**src/design/qvr_pkg.sv**
```systemverilog
package qvr_pkg;

  // one input request, field by field
  typedef struct packed {
    logic signed [31:0] vec_x;
    logic signed [31:0] vec_y;
    logic signed [31:0] vec_z;
    logic signed [31:0] quat_x;
    logic signed [31:0] quat_y;
    logic signed [31:0] quat_z;
    logic signed [31:0] quat_w;
  } in_t;

  // first-level results handed to the wide multiplier stages
  typedef struct packed {
    logic signed [64:0] c_x;     // u x v, 46 fraction bits
    logic signed [64:0] c_y;
    logic signed [64:0] c_z;
    logic signed [65:0] k;       // s*s - u.u, 60 fraction bits
    logic signed [66:0] two_d;   // 2(u.v), 46 fraction bits
    logic signed [32:0] two_s;   // 2s, 30 fraction bits
    logic signed [31:0] vec_x;
    logic signed [31:0] vec_y;
    logic signed [31:0] vec_z;
    logic signed [31:0] quat_x;
    logic signed [31:0] quat_y;
    logic signed [31:0] quat_z;
  } mid_t;

  // per-component partial sums, 76 fraction bits once recombined
  typedef struct packed {
    logic [2:0][67:0] lsum;      // low partials plus rounding half
    logic [2:0][69:0] hsum;      // high partials, weight 2^32
  } part_t;

  // half an output lsb at 76 fraction bits
  localparam logic signed [67:0] RoundHalf = 68'h0_0800_0000_0000_0000;

  // low limb of the wide operand times the narrow operand
  function automatic logic signed [65:0] mul_lo(input logic signed [66:0] w,
                                                input logic signed [32:0] n);
    logic signed [32:0] wl;
    wl = $signed({1'b0, w[31:0]});
    return wl * n;
  endfunction

  // high limb of the wide operand times the narrow operand
  function automatic logic signed [67:0] mul_hi(input logic signed [66:0] w,
                                                input logic signed [32:0] n);
    logic signed [34:0] wh;
    wh = $signed(w[66:32]);
    return wh * n;
  endfunction

endpackage

```
**src/design/qvr_round.sv**
```systemverilog
module qvr_round (
  input  logic           clk,
  input  logic           rst_n,
  input  logic           up_valid,
  output logic           up_ready,
  input  qvr_pkg::part_t up_data,
  output logic           dn_valid,
  input  logic           dn_ready,
  output logic [95:0]    dn_data
);
  import qvr_pkg::*;

  logic  vld5_r, vld5_nxt, vld6_r, vld6_nxt;
  logic  rdy5, rdy6;
  logic signed [103:0] tot [3];
  logic signed [43:0]  rnd_r [3];
  logic [2:0][31:0]    sat_nxt, res_r;

  assign rdy6     = !vld6_r || dn_ready;
  assign rdy5     = !vld5_r || rdy6;
  assign up_ready = rdy5;
  assign vld5_nxt = rdy5 ? up_valid : vld5_r;
  assign vld6_nxt = rdy6 ? vld5_r : vld6_r;

  always_ff @(posedge clk) begin
    if (!rst_n) begin
      vld5_r <= 1'b0;
      vld6_r <= 1'b0;
    end else begin
      vld5_r <= vld5_nxt;
      vld6_r <= vld6_nxt;
    end
  end

  // stage 5: recombine limbs, keep the rounded value at 16 fraction bits
  always_comb begin
    for (int i = 0; i < 3; i++) begin
      tot[i] = (104'($signed(up_data.hsum[i])) <<< 32) + 104'($signed(up_data.lsum[i]));
    end
  end

  always_ff @(posedge clk) begin
    if (rdy5 && up_valid) begin
      for (int i = 0; i < 3; i++) begin
        rnd_r[i] <= tot[i][103:60];
      end
    end
  end

  // stage 6: clamp to the 32-bit signed range
  always_comb begin
    for (int i = 0; i < 3; i++) begin
      if (rnd_r[i][43:31] == '0 || rnd_r[i][43:31] == '1) begin
        sat_nxt[i] = rnd_r[i][31:0];
      end else if (rnd_r[i][43]) begin
        sat_nxt[i] = 32'h8000_0000;
      end else begin
        sat_nxt[i] = 32'h7FFF_FFFF;
      end
    end
  end

  always_ff @(posedge clk) begin
    if (rdy6 && vld5_r) begin
      res_r <= sat_nxt;
    end
  end

  assign dn_valid = vld6_r;
  assign dn_data  = res_r;

endmodule

```
**config.mk**
```make
export PLATFORM = sky130hd
export DESIGN_NAME = qvr_round
export DESIGN_NICKNAME = d
export VERILOG_FILES = /design/src/design/qvr_pkg.sv /design/src/design/qvr_round.sv
export SDC_FILE = /design/constraint.sdc
export NUM_CORES = 1
export LEC_CHECK = 0
export BUFFER_PORTS_ARGS = -buffer_cell sky130_fd_sc_hd__buf_4
export CORE_MARGIN = 1.5
export CORE_UTILIZATION = 45
export DETAILED_ROUTE_END_ITERATION = 6
export PLACE_DENSITY = 0.81
export SYNTH_ARGS = -nofsm -noshare
export SYNTH_HDL_FRONTEND = slang
export SYNTH_SLANG_ARGS = --single-unit
```
**constraint.sdc**
```tcl
create_clock -name clk -period 8.44 [get_ports clk]
set_input_delay 0 -clock clk [delete_from_list [all_inputs] [get_ports clk]]
set_output_delay 0 -clock clk [all_outputs]
set_load 0.01 [all_outputs]
```
==> summary.txt <==
Synthesis
  – Top cells by area, synth: edfxtp_1 (37%), ha_1 (14%), a21oi_1 (5.5%)
  – Post-Synthesis Cell Area: 18,000 µm²
  – Seq/Total Area, Yosys: 37.7%
  – Synth warnings: 0
  – Post-synth EDFFs: 225
  – FFs w/ async S/R, synth: 0%
  – Synth area leader: edfxtp_1
  – Netlist cell types: 84
  – Syn avg cell area: 9.43 µm²
  – Post-synth top area share: 37.5%
  – Ys flop type: edfxtp_1
  – Flops & latches, synth: 227
  – Mapped Cells: 1,911
  – Syn_nets: 2,536

Finish
  – Area of the multi-input gates: 10,800 µm²
  – Syn-to-layout area delta: 27.2%
  – Register area: 6800 µm²
  – # fillers: 3,393
  – Final net count: 2,961
  – Layout cell share with drive strength beyond 1: 21.8%

Floorplanning
  – Core region area: 39,600 µm²
  – DIE AREA: 41,300 µm²
  – Initial Utilization: 45.5%
  – Die Height: 203 µm
  – Die Wd: 203 µm
  – Row count: 73
  – I/O pins: 516

CTS
  – Clock Path Buffers: 3
  – H-tree lvl count: 1
  – # clock sinks: 227
  – Buffer count from post-CTS setup fixing: 0
  – Root buf cell: clkbuf_16
  – Num CTS Buffers: 26
  – Worst skew pair latency: 550 ps
  – # hold bufs at CTS: 51
  – Clock Pin Slew Worst Setup and Hold Paths: 60 ps
  – CTS tree: built
  – Post-cts gate resize count: 0

Drt
  – Routed wire per std cell: 18.7 µm
  – Post-DRT Antenna Nets: 0
  – Initial drt markers: 1,186
  – Vias: 16,800
  – Iteration count of the initial detailed-routing pass: 5
  – # DRC: 0
  – Final wirelength: 54.1 mm
  – Vias per std cell: 5.82

Global route
  – Initial antenna violation count: 8
  – Met3 Use GR: 4.44%
  – Grt total ovfl: 0
  – GRT Util Overall: 25.5%
  – First-pass GRT wire length: 83.9 mm
  – GR Layer Usage met2: 41.7%
  – Met1 Use GR: 33.3%
  – Number of global-route vias before repair: 16,000
  – Maximum number of pins on one net before global-route repair: 87
  – GRT busiest layer: met2

STA
  – Hold slack final: 27.9 ps
  – Max_slew headroom: 26.3%
  – Final setup violation count: 0
  – Slew of the pin with the lowest slew margin: 1110 ps
  – Pins over their slew limit: 0
  – Final Cycle Share: 40.6%
  – Setup TNS Final: 0 ps
  – Final min period: 3430 ps
  – Skew final: 14.4 ps
  – Hold Vio Cnt, Final: 0
  – Unrepaired setup endpoints after global routing: no
  – Max frequency: 292 MHz

Pwr
  – Max rail drop VDD: 0.143 mV
  – Power Density: 160 nW/µm²
  – P_leak: 9.88 nW

Hold path
  – Hold crit path type: input port to flip-flop

Critical path
  – Endpoint class of the critical path: flip-flop
  – CP max-delay cell: dlygate4sd3_1
  – Crit-path cells: dlygate4sd3_1 > buf_4 > ha_1 > nand2_1 > nor3_2 > o2111ai_1 > a211oi_2 > o31ai_4 > o21ai_4 > a21oi_4 > o41ai_2 > and3_1 > o41ai_2 > xnor2_1
  – Max incr delay on CP: 570 ps
  – Cell mode on critical path: o41ai_2
  – CP Class: input port to flip-flop
  – Worst Path Arrival: 3710 ps
  – Critical Path RT: 8720 ps
  – Worst-path fanout max: 6
  – CP Launch Type: input port

Placed design
  – Port bufs: 419
  – Gpl congestion: 0.940
  – HPWL after DPL: 43.1 mm

Outcome
  – Status: finished, final reports clean

Flow run
  – MaxCap Viol Count: 0
-- metal layers --
layer,up-vias,wire [µm]
li1,8200,-
met1,7852,22900
met2,627,24700
met3,120,4150
met4,2,2330
met5,-,18
-- cells in the final DEF, fill, tap and decap left out, types with 12 or more instances in the layout --
| cell type | count |
|---|---|
| a211oi_1 | 25 |
| a21o_1 | 111 |
| a21oi_1 | 198 |
| a31oi_1 | 21 |
| and3_1 | 16 |
| buf_4 | 424 |
| clkbuf_16 | 27 |
| dlygate4sd3_1 | 51 |
| edfxtp_1 | 225 |
| ha_1 | 207 |
| inv_1 | 38 |
| nand2_1 | 226 |
| nand3_1 | 53 |
| nand4_1 | 65 |
| nor2_1 | 82 |
| nor2b_1 | 20 |
| nor3_1 | 18 |
| nor4_1 | 15 |
| o21a_1 | 18 |
| o21ai_0 | 175 |
| o21bai_1 | 30 |
| o31ai_1 | 12 |
| xnor2_1 | 78 |
| xor2_1 | 43 |
-- state kept, by name, indices dropped and copies added (netlist names) --
signal    count
vld5_r        1
dn_data      96
rnd_r       129
dn_valid      1
-- synth_stat cells, types with 5 or more instances --
library cell	count
nand3_1	53
xnor2_1	78
buf_2	6
and3_1	16
o221ai_1	5
a211oi_1	25
nor2b_1	21
nand4_1	65
or3_1	5
o31ai_1	12
nor3_1	21
o21ai_1	7
o2111ai_1	7
o211ai_1	10
clkbuf_1	65
nand2b_1	8
o21ai_0	175
o21a_1	18
a311oi_1	5
nor2_1	82
o21bai_1	30
edfxtp_1	225
xor2_1	43
inv_1	38
a221oi_1	6
a21o_1	111
and2_1	6
a31oi_1	21
nor4_1	15
nand2_1	226
ha_1	207
and4_1	10
a21oi_1	198
-- worst paths after layout --
path                                start                       to  slack, ps  cells after the start
setup / recovery             up_data[169]  rnd_r[0][129]$_DFFE_PP_       5010                     14
hold / removal               up_data[184]  rnd_r[0][104]$_DFFE_PP_         30                      3
setup reg to reg   rnd_r[0][43]$_DFFE_PP_    dn_data[25]$_DFFE_PP_       5280                      4
hold reg to reg   rnd_r[0][130]$_DFFE_PP_    dn_data[95]$_DFFE_PP_        510                      0
-- logic make-up (layout without fill, tap and decap cells) --
| group | after synthesis | count (layout) | synth area share [%] |
|---|---|---|---|
| flip-flops | 227 | 227 | 37.7 |
| other | 0 | 7 | 0 |
| buffers and inverters | 116 | 561 | 2.70 |
| AO/OA/AOI/OAI | 692 | 692 | 24.7 |
| XOR/XNOR | 121 | 121 | 5.88 |
| AND/OR/NAND/NOR | 548 | 548 | 14.7 |
| adder cells (fa/ha/maj) | 207 | 207 | 14.4 |
-- metrics by stage --
step	total power (W)	cells	instance area [µm²]	setup WS (ps)	util [%]
after global routing	0.00386	2887	22900	4860	57.8
after floorplan	0.00216	1911	18000	3120	-
after global placement	0.00249	2782	21500	4970	54.4
final	0.00367	2888	22900	5010	57.9
after CTS	0.00368	2881	22900	5070	57.8
after detailed placement	0.00252	2782	21500	4960	54.4
-- cell type report --
| class | count | area share [%] |
|---|---|---|
| repair buffers | 475 | 16.1 |
| multi-input cells | 1568 | 46.9 |
| clock buffers | 28 | 2.96 |
| clock inverters | 20 | 0.791 |
| diodes | 7 | 0.0764 |
| flip-flops and latches | 227 | 29.6 |
| well taps | 525 | 2.86 |
| inverters | 38 | 0.622 |
-- critical path, delay by kind of cell --
family	cells	cell delay [ps]
compound gates	7	1890
xor+xnor	1	140
fa+ha+maj	1	380
buf+inv	2	730
simple gates	3	540
-- power by group --
| part | total (W) | internal [W] | switching, W |
|---|---|---|---|
| Sequential | 0.00145 | 0.00141 | 0.0000385 |
| Combinational | 0.00108 | 0.000488 | 0.000593 |
| Clock | 0.00113 | 0.000652 | 0.000483 |
| Total | 0.00367 | 0.00255 | 0.00111 |
No activity file was read; power rests on OpenSTA's default activity.
